<file path="src/design/srt_pkg.sv">
`timescale 1ns / 1ps
package srt_pkg;
  localparam int CapacityDefault = 64;
  localparam int MaxResults = 64;
  localparam int RecW = 64 + 64 + 8 + 48;

  typedef enum logic [1:0] {
    CMD_INSERT = 2'd0,
    CMD_LIST   = 2'd1,
    CMD_FIND   = 2'd2,
    CMD_NONE   = 2'd3
  } cmd_t;

  typedef enum logic [1:0] {
    ST_OK   = 2'd0,
    ST_MISS = 2'd1,
    ST_FULL = 2'd2
  } status_t;

  typedef enum logic [3:0] {
    S_IDLE,
    S_SCAN_REQ,
    S_SCAN_CHK,
    S_SHIFT_REQ,
    S_SHIFT_WR,
    S_PUT,
    S_EMIT_REQ,
    S_EMIT_WAIT,
    S_OUT,
    S_FAIL,
    S_DUP
  } state_t;

  typedef struct packed {
    logic       load_cmd;
    logic       ptr_zero;
    logic       ptr_inc;
    logic       ptr_to_count;
    logic       ptr_dec;
    logic       rd_ptr;
    logic       rd_ptr_m1;
    logic       wr_shift;
    logic       wr_new;
    logic       count_inc;
    logic       mark_pos;
    logic       set_fail;
    status_t    fail_code;
    logic       load_out;
    logic       out_last;
  } srt_cmd_t;

  typedef struct packed {
    cmd_t       cmd;
    logic       ptr_end;
    logic       ptr_is_pos;
    logic       key_eq;
    logic       key_lt;
    logic       full;
    logic       empty;
    logic       list_last;
    logic       out_busy;
  } srt_stat_t;

  // rounded division by three of an 18-bit total via reciprocal multiply;
  // ceil(2^20/3) keeps the error below one third for totals this small
  function automatic logic [15:0] mean3(input logic [17:0] tot);
    logic [18:0] t1;
    logic [37:0] prod;
    t1 = {1'b0, tot} + 19'd1;
    prod = {19'd0, t1} * 38'd349526;
    return prod[35:20];
  endfunction
endpackage

</file>
<file path="src/design/srt_ctrl.sv">
`timescale 1ns / 1ps
module srt_ctrl import srt_pkg::*; (
  input  logic      clk,
  input  logic      rst,
  input  logic      in_fire,
  output logic      in_ready,
  input  srt_stat_t st,
  output srt_cmd_t  cmd
);
  state_t state, state_next;

  always_ff @(posedge clk) begin
    if (rst) state <= S_IDLE;
    else state <= state_next;
  end

  always_comb begin
    state_next = state;
    cmd = '0;
    cmd.fail_code = ST_OK;
    in_ready = 1'b0;
    case (state)
      S_IDLE: begin
        in_ready = 1'b1;
        if (in_fire) begin
          cmd.load_cmd = 1'b1;
          cmd.ptr_zero = 1'b1;
          state_next = S_SCAN_REQ;
        end
      end
      S_SCAN_REQ: begin
        if (st.cmd == CMD_NONE) state_next = S_IDLE;
        else if (st.cmd == CMD_LIST) begin
          state_next = st.empty ? S_IDLE : S_EMIT_REQ;
        end else if (st.ptr_end) begin
          if (st.cmd == CMD_FIND) state_next = S_FAIL;
          else if (st.full) state_next = S_FAIL;
          else begin
            cmd.ptr_to_count = 1'b1;
            state_next = S_SHIFT_REQ;
          end
        end else begin
          cmd.rd_ptr = 1'b1;
          state_next = S_SCAN_CHK;
        end
      end
      S_SCAN_CHK: begin
        if (st.key_eq) begin
          if (st.cmd == CMD_FIND) state_next = S_EMIT_REQ;
          else state_next = S_DUP;
        end else begin
          if (!st.key_lt) cmd.mark_pos = 1'b1;
          cmd.ptr_inc = 1'b1;
          state_next = S_SCAN_REQ;
        end
      end
      S_SHIFT_REQ: begin
        if (st.ptr_is_pos) state_next = S_PUT;
        else begin
          cmd.rd_ptr_m1 = 1'b1;
          state_next = S_SHIFT_WR;
        end
      end
      S_SHIFT_WR: begin
        cmd.wr_shift = 1'b1;
        cmd.ptr_dec = 1'b1;
        state_next = S_SHIFT_REQ;
      end
      S_PUT: begin
        cmd.wr_new = 1'b1;
        cmd.count_inc = 1'b1;
        state_next = S_EMIT_REQ;
      end
      S_EMIT_REQ: begin
        cmd.rd_ptr = 1'b1;
        state_next = S_EMIT_WAIT;
      end
      S_EMIT_WAIT: state_next = S_OUT;
      S_OUT: begin
        if (!st.out_busy) begin
          cmd.load_out = 1'b1;
          cmd.out_last = (st.cmd != CMD_LIST) || st.list_last;
          if (st.cmd == CMD_LIST && !st.list_last) begin
            cmd.ptr_inc = 1'b1;
            state_next = S_EMIT_REQ;
          end else state_next = S_IDLE;
        end
      end
      // find miss, or insert into a full table
      S_FAIL: begin
        if (!st.out_busy) begin
          cmd.set_fail = 1'b1;
          cmd.fail_code = (st.cmd == CMD_INSERT) ? ST_FULL : ST_MISS;
          state_next = S_IDLE;
        end
      end
      // insert of a key already stored
      S_DUP: begin
        if (!st.out_busy) begin
          cmd.set_fail = 1'b1;
          cmd.fail_code = ST_MISS;
          state_next = S_IDLE;
        end
      end
      default: state_next = S_IDLE;
    endcase
  end
endmodule

</file>
<file path="config.mk">
export PLATFORM = sky130hd
export DESIGN_NAME = srt_ctrl
export DESIGN_NICKNAME = d
export VERILOG_FILES = /design/src/design/srt_pkg.sv /design/src/design/srt_ctrl.sv
export SDC_FILE = /design/constraint.sdc
export NUM_CORES = 1
export LEC_CHECK = 0
export ABC_AREA = 1
export BUFFER_PORTS_ARGS = -buffer_cell sky130_fd_sc_hd__buf_4
export CAP_MARGIN = 15
export CORE_AREA = 3 3 40 42
export CTS_BUF_LIST = sky130_fd_sc_hd__clkbuf_4
export DETAILED_ROUTE_END_ITERATION = 7
export DIE_AREA = 0 0 43 45
export GPL_ROUTABILITY_DRIVEN = 0
export PLACE_DENSITY = 0.79
export SLEW_MARGIN = 5
export SYNTH_ARGS = -nofsm -noshare
export SYNTH_HDL_FRONTEND = slang
export SYNTH_SLANG_ARGS = --single-unit
</file>
<file path="constraint.sdc">
create_clock -name clk -period 1.5 [get_ports clk]
set_clock_uncertainty 0.2 [all_clocks]
set_input_delay 0.15 -clock clk [delete_from_list [all_inputs] [get_ports clk]]
set_output_delay 0.15 -clock clk [all_outputs]
set_load 0.01 [all_outputs]
</file>
==> summary.json, run 1 <==
{
  "setup.worst_path.end_class": "output pin",
  "grt_pass1_wl_um": 2680,
  "n_antenna_cell": 0,
  "post_synth_inst_count": 99,
  "critical_path_class": "register to output pin",
  "nFillCells": 132,
  "max_cap_violations": 0,
  "globalRouteOverflowTotal": 0,
  "whs_endpoint": "state[0]$_SDFFE_PP0P_",
  "dpl_cell_area_um2": 711,
  "clock_power_share_pct": 13.8,
  "rrSetupSlack_ps": 20,
  "power_leakage_nw": 0.493,
  "share_comb_of_total_power_pct": 66.0,
  "p_int_w": 0.000531,
  "crit_slowest_cell": "sky130_fd_sc_hd__dfxtp_4",
  "drc": 0,
  "crit_arrival_ps": 1200,
  "switching_power_w": 0.000456,
  "status": "complete, but fails checks",
  "cts_max_path_buffers": 2,
  "grt_max_degree": 7,
  "place.detailed.instances": 140,
  "antenna_found_initial": 0,
  "htree_levels": 1,
  "slowest_delay_ps": 360,
  "crit_path_max_fanout": 6,
  "cts_tree": "built",
  "initial_core_util_pct": 38.7,
  "count_of_endpoints_failing_hold_in_the_final_timing_report": 0,
  "fin_crit_sh_pct": 104,
  "die_area_mm2": 0.00194,
  "mappedNetlistNets": 112,
  "wl_per_cell_um": 11.9,
  "reg_top3": "state: 4 flops",
  "holdCritStartpoint": "in_fire",
  "gr-usage-all-layers_pct": 18.3,
  "yosys_cell_types": 15,
  "seqPwrFrac_pct": 20.3,
  "timing.hold.worst_path_depth": 4,
  "cts_root_buffer": "sky130_fd_sc_hd__clkbuf_4",
  "rows": 13,
  "post-route-cell-area_um2": 873,
  "ys_warn_count": 0,
  "regToRegStartpoint": "state[1]$_SDFFE_PP0P_",
  "port_buffers": 29,
  "postSynthAreaPerCell_um2": 5.02,
  "failed_checks": "negative setup slack",
  "clock_latency_of_the_later_clocked_register_in_the_worst_skew_pair_ps": 240,
  "die_w_um": 43,
  "power-per-cell-area_mw_per_mm2": 1130,
  "peakVddDrop_mv": 0.464,
  "postRouteAntennaNets": 0,
  "detailedRoute.firstPassIterationCount": 6,
  "fmaxAchievable_mhz": 644,
  "grt_pass1_vias": 673,
  "synth.yosys.seq_area_share_pct": 16.1,
  "fp.dieH_um": 45,
  "min-delay-path-class": "input port to register",
  "timing.rr.end": "state[2]$_SDFFE_PP0P_",
  "finalWirelength_um": 1790,
  "slew-limit-headroom_pct": 85.2,
  "route.detailed.vias_per_inst": 4.81,
  "vias": 721,
  "power_switching_share_pct": 46.2,
  "finalCriticalPeriod_ps": 1550,
  "setup_slack_ps": -53.7,
  "final_layout_size_suffix_gt1_share_pct": 50.4,
  "flip_flop_and_latch_count_after_synthesis": 4,
  "worst_hold_slack_ps": 48.2,
  "max_slew.worst_pin.slew_ps": 222,
  "clock_pin_slew_worst_setup_and_hold_paths_ps": 40,
  "top_level_ports": 30,
  "dr.first_iter.drc_count": 19,
  "max_ffs_per_register": 4,
  "dp.final_hpwl_um": 1250,
  "registers.top_by_ff_count": "state",
  "final_net_count": 150,
  "clock_sink_count": 4,
  "core_mm2": 0.00128,
  "clock_buffers_created_by_tritoncts": 3,
  "syn2layout_area_growth_pct": 75.8,
  "worst_r2r_path_depth": 6,
  "syn_area_um2": 497,
  "required_ps": 1150,
  "timing.final.setup_violations": 9,
  "rsz0062_at_grt": "true",
  "worstPathCellList": "nor2_4 > inv_2 > nor2_4 > nand2_2 > inv_2 > nand2_1 > nand2_1 > buf_6",
  "critical_path.startpoint_type": "register",
  "drv_slew": 0,
  "instances_no_fill": 150
}
==> power groups by stage <==
| stage | Clock, W | Combinational [W] | Sequential [W] |
|---|---|---|---|
| floorplan | 0 | 0.000304 | 0.000165 |
| global placement | 0 | 0.000451 | 0.000172 |
| detailed placement | 0 | 0.000456 | 0.000172 |
| CTS | 0.000134 | 0.000587 | 0.000193 |
| global route | 0.000141 | 0.000706 | 0.000206 |
| finish | 0.000136 | 0.000652 | 0.000200 |
==> through the flow <==
stage          power, W  utilization [%]  TNS (ps)  setup WS (ps)
6_report       0.000988             68.0      -327          -53.7
5_1_grt         0.00105             68.0     -1270           -139
4_1_cts        0.000915             65.7      -293          -83.9
3_5_place_dp   0.000628             55.3         0           35.7
3_3_place_gp   0.000623             55.3         0           26.3
2_1_floorplan  0.000468                -         0            135
==> layout by cell type (no fill, tap or decap) <==
master,n
sky130_fd_sc_hd__a21oi_1,2
sky130_fd_sc_hd__and2_1,3
sky130_fd_sc_hd__buf_4,34
sky130_fd_sc_hd__buf_6,1
sky130_fd_sc_hd__clkbuf_4,3
sky130_fd_sc_hd__dfxtp_2,2
sky130_fd_sc_hd__dfxtp_4,2
sky130_fd_sc_hd__dlygate4sd3_1,1
sky130_fd_sc_hd__inv_1,9
sky130_fd_sc_hd__inv_2,5
sky130_fd_sc_hd__inv_4,1
sky130_fd_sc_hd__nand2_1,24
sky130_fd_sc_hd__nand2_2,7
sky130_fd_sc_hd__nand2_4,1
sky130_fd_sc_hd__nand3_1,6
sky130_fd_sc_hd__nand3_2,1
sky130_fd_sc_hd__nand4_1,4
sky130_fd_sc_hd__nor2_1,17
sky130_fd_sc_hd__nor2_2,3
sky130_fd_sc_hd__nor2_4,4
sky130_fd_sc_hd__nor3_2,2
sky130_fd_sc_hd__o21ai_1,1
sky130_fd_sc_hd__o21ai_2,1
sky130_fd_sc_hd__or2_2,1
==> critical path: cells and delay by family (launching register included) <==
| family | cells | cell delay [ps] |
|---|---|---|
| flops | 1 | 360 |
| simple gates | 5 | 390 |
| buf+inv | 3 | 200 |
==> kinds of logic after synthesis <==
logic type	after synthesis	share of synthesized area, %
and+or+nand+nor	73	64.0
buffers and inverters	18	15.9
DFF	4	16.1
AOI/OAI and AO/OA	4	4.03
==> synth_stat cells <==
| cell | n | area [µm²] |
|---|---|---|
| sky130_fd_sc_hd__and2_1 | 3 | 18.8 |
| sky130_fd_sc_hd__nand3_1 | 7 | 35.0 |
| sky130_fd_sc_hd__dfxtp_1 | 4 | 80.1 |
| sky130_fd_sc_hd__nand2_1 | 32 | 120 |
| sky130_fd_sc_hd__inv_1 | 15 | 56.3 |
| sky130_fd_sc_hd__nor3_1 | 1 | 5.00 |
| sky130_fd_sc_hd__o21ai_1 | 1 | 5.00 |
| sky130_fd_sc_hd__nand4_1 | 4 | 25.0 |
| sky130_fd_sc_hd__buf_4 | 3 | 22.5 |
| sky130_fd_sc_hd__or2_2 | 1 | 6.26 |
| sky130_fd_sc_hd__nor3_2 | 1 | 10.0 |
| sky130_fd_sc_hd__o21ai_0 | 1 | 5.00 |
| sky130_fd_sc_hd__a21oi_1 | 2 | 10.0 |
| sky130_fd_sc_hd__nor2_1 | 21 | 78.8 |
| sky130_fd_sc_hd__nor2_2 | 3 | 18.8 |
==> final cells by class <==
type / count / area [µm²] / area share [%]
Clock buffer: 3 / 22.5 / 2.58
Timing Repair Buffer: 36 / 277 / 31.7
Multi-Input combinational cell: 77 / 407 / 46.6
Inverter: 15 / 58.8 / 6.73
Tap cell: 15 / 18.8 / 2.15
Sequential cell: 4 / 90.1 / 10.3
==> worst max-delay path by stage <==
stage	start	endpoint	slack, ps	cells after the start
2_1_floorplan	state[1]$_SDFFE_PP0P_	state[2]$_SDFFE_PP0P_	140	8
3_3_place_gp	state[0]$_SDFFE_PP0P_	state[2]$_SDFFE_PP0P_	30	5
3_5_place_dp	state[3]$_SDFFE_PP0P_	cmd[5]	40	6
4_1_cts	state[1]$_SDFFE_PP0P_	cmd[13]	-80	8
5_1_grt	state[0]$_SDFFE_PP0P_	cmd[13]	-140	8
6_report	state[0]$_SDFFE_PP0P_	cmd[13]	-50	8
==> layer usage <==
metal	share of wire [%]	vias to the layer above	GRT usage, %
met3	6.4	4	1.99
li1	-	374	-
met2	53	29	35.3
met1	39	314	18.7
met4	2.0	0	11.4
met5	0	-	0
==> timing repair <==
item / in CTS / in global routing
setup endpoints to repair: 16 / 19
endpoints found under the hold margin: 2 / 0
pin swaps: 6 / 8
hold buffers: 1 / 0
buffers inserted: 5 / 1
gates resized for setup: 25 / 10
Note: power is estimated with default switching activity, not from simulation.
==> run 2, diff against run 1 <==
--- a/config.mk
+++ b/config.mk
@@ -5,7 +5,7 @@
 export SDC_FILE = /design/constraint.sdc
 export NUM_CORES = 1
 export LEC_CHECK = 0
-export ABC_AREA = 1
+export ABC_AREA = 0
 export BUFFER_PORTS_ARGS = -buffer_cell sky130_fd_sc_hd__buf_4
 export CAP_MARGIN = 15
 export CORE_AREA = 3 3 40 42
@@ -13,7 +13,7 @@
 export DETAILED_ROUTE_END_ITERATION = 7
 export DIE_AREA = 0 0 43 45
 export GPL_ROUTABILITY_DRIVEN = 0
-export PLACE_DENSITY = 0.79
+export PLACE_DENSITY = 0.83
 export SLEW_MARGIN = 5
 export SYNTH_ARGS = -nofsm -noshare
 export SYNTH_HDL_FRONTEND = slang
==> run 2 against run 1 <==
Net effect: the run now fails in global routing (5_1_grt); synthesized cell count decreased by 19%; synthesized area increased by 11%.
==> summary.json, run 2 <==
{
  "synth_common_cells": "8 x sky130_fd_sc_hd__nor2_1, 7 x sky130_fd_sc_hd__nor3_1, 5 x sky130_fd_sc_hd__a21oi_1, 5 x sky130_fd_sc_hd__nand3_1, 4 x sky130_fd_sc_hd__dfxtp_1",
  "syn_area_um2": 553,
  "port_buffers": 29,
  "cts_max_path_buffers": 2,
  "rows": 13,
  "grt_max_degree": 10,
  "clock_sink_count": 4,
  "synth_enable_flop_cells": 0,
  "cts_root_buffer": "sky130_fd_sc_hd__clkbuf_4",
  "synth.yosys.seq_area_share_pct": 14.5,
  "mappedNetlistNets": 93,
  "yosys_cell_types": 38,
  "async_reset_ff_share_pct": 0,
  "worst-endpoint-pin-kind": "primary output",
  "clock_buffers_created_by_tritoncts": 3,
  "htree_levels": 1,
  "top_level_ports": 30,
  "post_synth_inst_count": 80,
  "error": "[ERROR DPL-0038] Utilization greater than 100%, impossible to legalize",
  "postSynthAreaPerCell_um2": 6.91,
  "stop_stage": "global routing (5_1_grt)",
  "worst_endpoint": "cmd[0]",
  "dp.final_hpwl_um": 1690,
  "pre_cts_slack_ps": -245,
  "ys_warn_count": 0,
  "die_w_um": 43,
  "status": "aborted with a tool error",
  "synth_ff_type": "sky130_fd_sc_hd__dfxtp_1",
  "synth_top_area_share_pct": 14.5,
  "yosys.cell_count.top_type": "sky130_fd_sc_hd__nor2_1",
  "yosys.area.top_type": "sky130_fd_sc_hd__dfxtp_1",
  "flip_flop_and_latch_count_after_synthesis": 4,
  "yosys-top-cells-area": "sky130_fd_sc_hd__dfxtp_1 14%, sky130_fd_sc_hd__nor3_1 6.3%, sky130_fd_sc_hd__nor2_1 5.4%, sky130_fd_sc_hd__a21oi_1 4.5%, sky130_fd_sc_hd__nand3_1 4.5%",
  "fp.dieH_um": 45,
  "initial_core_util_pct": 43.0
}
run 2: metrics by stage:
step / util [%] / hold slack (ps) / std cells / area [µm²] / TNS, ps
after CTS: 94.2 / 43.2 / 149 / 1210 / -3480
after global placement: 75.7 / 257 / 141 / 972 / -731
after floorplan: - / 128 / 80 / 607 / -696
after detailed placement: 75.7 / 288 / 141 / 972 / -1400
run 2: repair_timing:
| action | CTS |
|---|---|
| endpoints found under the setup margin | 21 |
| buffers inserted | 5 |
| pin swaps | 15 |
| hold buffers | 0 |
| resized for setup | 43 |
run 2: cell families after synthesis:
logic type | after synthesis | synth area share, %
and+or+nand+nor | 46 | 48.6
DFF | 4 | 14.5
buffers and inverters | 9 | 11.1
AOI/OAI and AO/OA | 21 | 25.8
==> run 3, diff against run 2 <==
--- a/config.mk
+++ b/config.mk
@@ -8,12 +8,11 @@
 export ABC_AREA = 0
 export BUFFER_PORTS_ARGS = -buffer_cell sky130_fd_sc_hd__buf_4
 export CAP_MARGIN = 15
-export CORE_AREA = 3 3 40 42
-export CTS_BUF_LIST = sky130_fd_sc_hd__clkbuf_4
+export CORE_AREA = 3 3 64 66
 export DETAILED_ROUTE_END_ITERATION = 7
-export DIE_AREA = 0 0 43 45
+export DIE_AREA = 0 0 67 69
 export GPL_ROUTABILITY_DRIVEN = 0
-export PLACE_DENSITY = 0.83
+export PLACE_DENSITY_LB_ADDON = 0.15
 export SLEW_MARGIN = 5
 export SYNTH_ARGS = -nofsm -noshare
 export SYNTH_HDL_FRONTEND = slang
==> run 3 against run 2 <==
Net effect: the flow now finishes, with violations (negative setup slack); synthesized area unchanged; synthesized cell count unchanged.
==> summary.json, run 3 <==
{
  "yosys.area_share.adder_pct": 0,
  "min-delay-path-class": "input port to register",
  "reg_top3": "state: 4 flops",
  "clock_sink_count": 4,
  "instances_no_fill": 181,
  "count_of_endpoints_failing_hold_in_the_final_timing_report": 0,
  "post-route-cell-area_mm2": 0.00132,
  "vias": 789,
  "globalRouteOverflowTotal": 0,
  "post_synth_xor_area_fraction_pct": 0,
  "yosys.cell_count.top_type": "sky130_fd_sc_hd__nor2_1",
  "synth_top_family_by_area": "simple AND/OR/NAND/NOR gates",
  "peakVddDrop_mv": 0.447,
  "max_slew.worst_pin.slew_ps": 335,
  "rrSetupSlack_ps": -200,
  "p_int_w": 0.00118,
  "slew-limit-headroom_pct": 77.6,
  "grt_pass1_vias": 808,
  "postRouteAntennaNets": 0,
  "critical_path.startpoint_type": "register",
  "failed_checks": "negative setup slack",
  "critPathLaunch": "state[2]$_SDFFE_PP0P_",
  "antenna_found_initial": 0,
  "postSynthAreaPerCell_um2": 6.91,
  "clock_power_share_pct": 11.2,
  "post_synth_inst_count": 80,
  "synth_top_area_share_pct": 14.5,
  "dpl_cell_area_um2": 998,
  "max_ffs_per_register": 4,
  "die_area_mm2": 0.00462,
  "drv_slew": 0,
  "cts_tree": "built",
  "mappedNetlistNets": 93,
  "worst_hold_slack_ps": 78.0,
  "clock_latency_of_the_later_clocked_register_in_the_worst_skew_pair_ps": 210,
  "clock_pin_slew_worst_setup_and_hold_paths_ps": 30,
  "synth_simple_gate_area_share_pct": 48.6,
  "route.detailed.vias_per_inst": 4.36,
  "synth.yosys.seq_area_share_pct": 14.5,
  "synth_ff_type": "sky130_fd_sc_hd__dfxtp_1",
  "rows": 22,
  "setup_slack_ps": -201,
  "final_net_count": 148,
  "yosys.area.top_type": "sky130_fd_sc_hd__dfxtp_1",
  "final_layout_size_suffix_gt1_share_pct": 72.2,
  "synth_common_cells": "8 x sky130_fd_sc_hd__nor2_1, 7 x sky130_fd_sc_hd__nor3_1, 5 x sky130_fd_sc_hd__a21oi_1, 5 x sky130_fd_sc_hd__nand3_1, 4 x sky130_fd_sc_hd__dfxtp_1",
  "grt_pass1_wl_um": 3750,
  "finalCriticalPeriod_ps": 1700,
  "grt_max_degree": 10,
  "crit_arrival_ps": 1350,
  "regToRegStartpoint": "state[1]$_SDFFE_PP0P_",
  "switching_power_w": 0.000770,
  "wl_per_cell_um": 12.5,
  "mostFrequentLayoutCell": "sky130_fd_sc_hd__buf_4",
  "status": "complete, but fails checks",
  "yosys_cell_types": 38,
  "most_frequent_cells_in_the_layout": "38 x sky130_fd_sc_hd__buf_4, 19 x sky130_fd_sc_hd__buf_6, 5 x sky130_fd_sc_hd__nor3_4",
  "rsz0062_at_grt": "true",
  "endpoint": "cmd[3]",
  "yosys-top-cells-area": "sky130_fd_sc_hd__dfxtp_1 14%, sky130_fd_sc_hd__nor3_1 6.3%, sky130_fd_sc_hd__nor2_1 5.4%, sky130_fd_sc_hd__a21oi_1 4.5%, sky130_fd_sc_hd__nand3_1 4.5%",
  "ys_warn_count": 0,
  "registers.top_by_ff_count": "state",
  "fin_crit_sh_pct": 113,
  "flip_flop_and_latch_count_after_synthesis": 4,
  "required_ps": 1150,
  "fmaxAchievable_mhz": 588,
  "place.detailed.instances": 172,
  "port_buffers": 29,
  "power-per-cell-area_mw_per_mm2": 1480,
  "synth_enable_flop_cells": 0,
  "share_comb_of_total_power_pct": 77.7,
  "timing.final.setup_violations": 21,
  "n_antenna_cell": 0,
  "utilization_pct": 36.2,
  "nFillCells": 384,
  "fp.dieH_um": 69,
  "share_of_synthesized_area_spent_on_multiplexers_pct": 0,
  "cts_root_buffer": "sky130_fd_sc_hd__clkbuf_8",
  "power_leakage_nw": 0.530,
  "power_switching_share_pct": 39.4,
  "die_w_um": 67,
  "synth-compound-area-share_pct": 25.8,
  "core_mm2": 0.00363,
  "drc": 0,
  "timing.rr.end": "state[0]$_SDFFE_PP0P_",
  "seqPwrFrac_pct": 11.0,
  "top_level_ports": 30,
  "detailedRoute.firstPassIterationCount": 4,
  "dr.first_iter.drc_count": 27,
  "clock_buffers_created_by_tritoncts": 3,
  "async_reset_ff_share_pct": 0,
  "dp.final_hpwl_um": 1800,
  "setup.worst_path.end_class": "output pin",
  "crit_path_max_fanout": 4,
  "critical_path_class": "register to output pin",
  "cts_max_path_buffers": 2,
  "pre_cts_slack_ps": -184,
  "initial_core_util_pct": 15.2,
  "syn_area_um2": 553,
  "finalWirelength_um": 2250,
  "syn2layout_area_growth_pct": 138,
  "worst_r2r_path_depth": 4,
  "max_cap_violations": 0,
  "htree_levels": 1,
  "gr-usage-all-layers_pct": 10.1
}
[run 3: repair_timing]
item | in CTS | in global routing
setup buffers | 3 | 3
gates resized for setup | 41 | 16
hold buffers | 0 | 0
endpoints found under the setup margin | 21 | 21
pin swaps | 11 | 8
[run 3: worst max-delay path, cell delays in order (launching register included)]
cell and delay (ps):
sky130_fd_sc_hd__dfxtp_4 340, sky130_fd_sc_hd__nand2b_4 140, sky130_fd_sc_hd__or2_4 250, sky130_fd_sc_hd__buf_6 130
sky130_fd_sc_hd__nor4_4 120, sky130_fd_sc_hd__buf_4 160
[run 3: logic make-up (layout without fill, tap and decap cells)]
family          after synthesis  count (layout)
simple gates                 46              46
buf+inv                       9              62
flops                         4               4
compound gates               21              21
[run 3: area by class of cell]
class | instances | area [µm²] | area share (%)
repair buffers | 58 | 514 | 39.1
clock buffers | 3 | 41.3 | 3.14
flip-flops and latches | 4 | 95.1 | 7.22
inverters | 1 | 3.75 | 0.285
well taps | 48 | 60.1 | 4.56
multi-input cells | 67 | 602 | 45.7
[run 3: worst min path at each step]
stage | to | start | depth (start not counted)
final | state[3]$_SDFFE_PP0P_ | rst | 4
after global routing | state[3]$_SDFFE_PP0P_ | rst | 4
after CTS | state[3]$_SDFFE_PP0P_ | rst | 4
after detailed placement | state[3]$_SDFFE_PP0P_ | rst | 4
after global placement | state[3]$_SDFFE_PP0P_ | rst | 4
after floorplan | state[3]$_SDFFE_PP0P_ | rst | 3
[run 3: routing by layer]
| metal | vias up | GRT usage (%) | share of wire [%] |
|---|---|---|---|
| li1 | 406 | - | - |
| met1 | 358 | 13.2 | 44 |
| met2 | 23 | 16.7 | 50 |
| met3 | 2 | 1.95 | 5.2 |
| met4 | 0 | 2.70 | 0.62 |
| met5 | - | 0 | 0 |
[run 3: power groups by stage]
stage               clock network (W)  registers [W]  logic [W]
finish                       0.000220       0.000215    0.00152
global route                 0.000236       0.000222    0.00165
CTS                          0.000230       0.000207    0.00139
detailed placement                  0       0.000192    0.00106
global placement                    0       0.000192    0.00107
floorplan                           0       0.000178   0.000593
[run 3: per-stage QoR]
step | setup TNS [ps] | total power, W
2_1_floorplan | -696 | 0.000771
3_3_place_gp | -1050 | 0.00126
3_5_place_dp | -1110 | 0.00125
4_1_cts | -3130 | 0.00183
5_1_grt | -4120 | 0.00210
6_report | -2940 | 0.00195
==> run 4, diff against run 3 <==
==> constraint.sdc (replaced) <==
create_clock -name clk -period 1.52 [get_ports clk]
set_clock_uncertainty 0.2 [all_clocks]
set_input_delay 0.152 -clock clk [delete_from_list [all_inputs] [get_ports clk]]
set_output_delay 0.152 -clock clk [all_outputs]
set_load 0.01 [all_outputs]
==> run 4 against run 3 <==
Net effect: the flow still finishes with violations (negative setup slack); flip-flop and latch count stayed put; setup slack worse by 32 ps; die area stayed put; count of clock-buffer cells in the layout is the same; clock power grew 4%; wire length fell by 2.8%; worst hold slack worse by 34 ps; register-to-register slack improved by 70 ps; first-iteration DRC count fell by 41%; power fell by 2.7%; non-clock buffer count increased by 1.
==> summary.json, run 4 (synthesized netlist as in run 3, its figures left out) <==
{
  "postRouteAntennaNets": 0,
  "critical_path.startpoint_type": "register",
  "dr.first_iter.drc_count": 16,
  "registers.top_by_ff_count": "state",
  "cts_hold_repair.buffers": 0,
  "max_slew.worst_pin.slew_ps": 287,
  "crit_slowest_cell": "sky130_fd_sc_hd__dfxtp_4",
  "switching_power_w": 0.000754,
  "worstPathCellList": "nand2b_4 > or2_4 > buf_12 > nor4_4 > buf_4",
  "critical_path_class": "register to output pin",
  "grt_pass1_wl_um": 3610,
  "gr-usage-all-layers_pct": 9.99,
  "rows": 22,
  "drc": 0,
  "crit_arrival_ps": 1400,
  "clock_buffers_created_by_tritoncts": 3,
  "vias": 809,
  "totalPowerFinal_w": 0.00190,
  "clock_latency_of_the_later_clocked_register_in_the_worst_skew_pair_ps": 220,
  "htree_levels": 1,
  "die_w_um": 67,
  "power_leakage_nw": 0.533,
  "finalWirelength_um": 2190,
  "seqPwrFrac_pct": 11.0,
  "detailedRoute.firstPassIterationCount": 4,
  "most_frequent_cells_in_the_layout": "43 x sky130_fd_sc_hd__buf_4, 15 x sky130_fd_sc_hd__buf_6, 6 x sky130_fd_sc_hd__nor2_1",
  "clock_power_share_pct": 12.0,
  "clock_sink_count": 4,
  "share_comb_of_total_power_pct": 77.0,
  "top_level_ports": 30,
  "crit_path_max_fanout": 5,
  "syn2layout_area_growth_pct": 138,
  "pre_cts_slack_ps": -189,
  "power_switching_share_pct": 39.6,
  "finalCriticalPeriod_ps": 1750,
  "min-delay-path-class": "input port to register",
  "max_cap_violations": 0,
  "setup_slack_ps": -232,
  "core_mm2": 0.00363,
  "cts_tree": "built",
  "power-per-cell-area_mw_per_mm2": 1450,
  "fp.dieH_um": 69,
  "status": "complete, but fails checks",
  "dpl_cell_area_mm2": 0.00100,
  "mostFrequentLayoutCell": "sky130_fd_sc_hd__buf_4",
  "globalRouteOverflowTotal": 0,
  "cts_max_path_buffers": 2,
  "route.detailed.vias_per_inst": 4.45,
  "p_int_w": 0.00115,
  "wl_per_cell_um": 12.0,
  "fin_crit_sh_pct": 115,
  "port_buffers": 29,
  "peakVddDrop_mv": 0.374,
  "drv_slew": 0,
  "antenna_found_initial": 0,
  "fmaxAchievable_mhz": 571,
  "post-route-cell-area_mm2": 0.00131,
  "timing.final.setup_violations": 21,
  "max_ffs_per_register": 4,
  "final_layout_size_suffix_gt1_share_pct": 70.9,
  "n_antenna_cell": 0,
  "dp.final_hpwl_um": 1780,
  "final_net_count": 149,
  "die_area_mm2": 0.00462,
  "initial_core_util_pct": 15.2,
  "cts_root_buffer": "sky130_fd_sc_hd__clkbuf_8",
  "failed_checks": "negative setup slack",
  "slew-limit-headroom_pct": 80.6,
  "grt_max_degree": 10,
  "grt_pass1_vias": 789,
  "slowest_delay_ps": 350,
  "setup.worst_path.end_class": "output pin",
  "required_ps": 1170,
  "reg_top3": "state: 4 flops",
  "count_of_endpoints_failing_hold_in_the_final_timing_report": 0,
  "clock_pin_slew_worst_setup_and_hold_paths_ps": 30,
  "rsz0062_at_grt": "true"
}
## run 4: layout make-up
| type | instances | area [µm²] |
|---|---|---|
| Tap cell | 48 | 60.1 |
| Timing Repair Buffer | 59 | 512 |
| Clock buffer | 3 | 41.3 |
| Sequential cell | 4 | 92.6 |
| Fill cell | 386 | 2320 |
| Inverter | 1 | 3.75 |
| Multi-Input combinational cell | 67 | 604 |
## run 4: layer usage
layer  vias to the layer above  GRT usage [%]  share of wire [%]
met2                        20           17.2                 54
li1                        408              -                  -
met3                         4           1.30                4.0
met5                         -              0                  0
met1                       377           12.1                 41
met4                         0           4.05                1.5
## run 4: repair_timing
| item | CTS | global route |
|---|---|---|
| setup buffers | 6 | 2 |
| endpoints found under the setup margin | 21 | 21 |
| gates resized for setup | 37 | 12 |
| pin swaps | 6 | 6 |
## run 4: metrics by stage
step / utilization (%) / hold WS (ps) / instances / TNS, ps
floorplan: - / 130 / 80 / -599
global placement: 27.5 / 281 / 171 / -959
detailed placement: 27.5 / 268 / 171 / -1370
CTS: 34.2 / 42.0 / 180 / -3030
global route: 36.2 / 69.7 / 182 / -3980
finish: 36.2 / 43.6 / 182 / -2700
## run 4: path summary, 6_finish.rpt
check	startpoint	endpoint	slack (ps)	depth (start not counted)
worst min register to register	state[0]$_SDFFE_PP0P_	state[0]$_SDFFE_PP0P_	540	3
worst min-delay path	rst	state[3]$_SDFFE_PP0P_	40	4
worst max-delay path	state[2]$_SDFFE_PP0P_	cmd[3]	-230	5
worst max register to register	state[3]$_SDFFE_PP0P_	state[3]$_SDFFE_PP0P_	-130	5
## run 4: critical path, delay by kind of cell (launching register included)
kind,cells,cell delay (ps)
buffers and inverters,2,300
flip-flops,1,350
AND/OR/NAND/NOR,3,530
## run 4: power by group through the flow
stage	clock network, W	registers (W)	logic [W]
final	0.000228	0.000210	0.00146
after global routing	0.000243	0.000220	0.00158
after CTS	0.000231	0.000214	0.00136
after detailed placement	0	0.000190	0.00101
after global placement	0	0.000189	0.00101
after floorplan	0	0.000176	0.000573
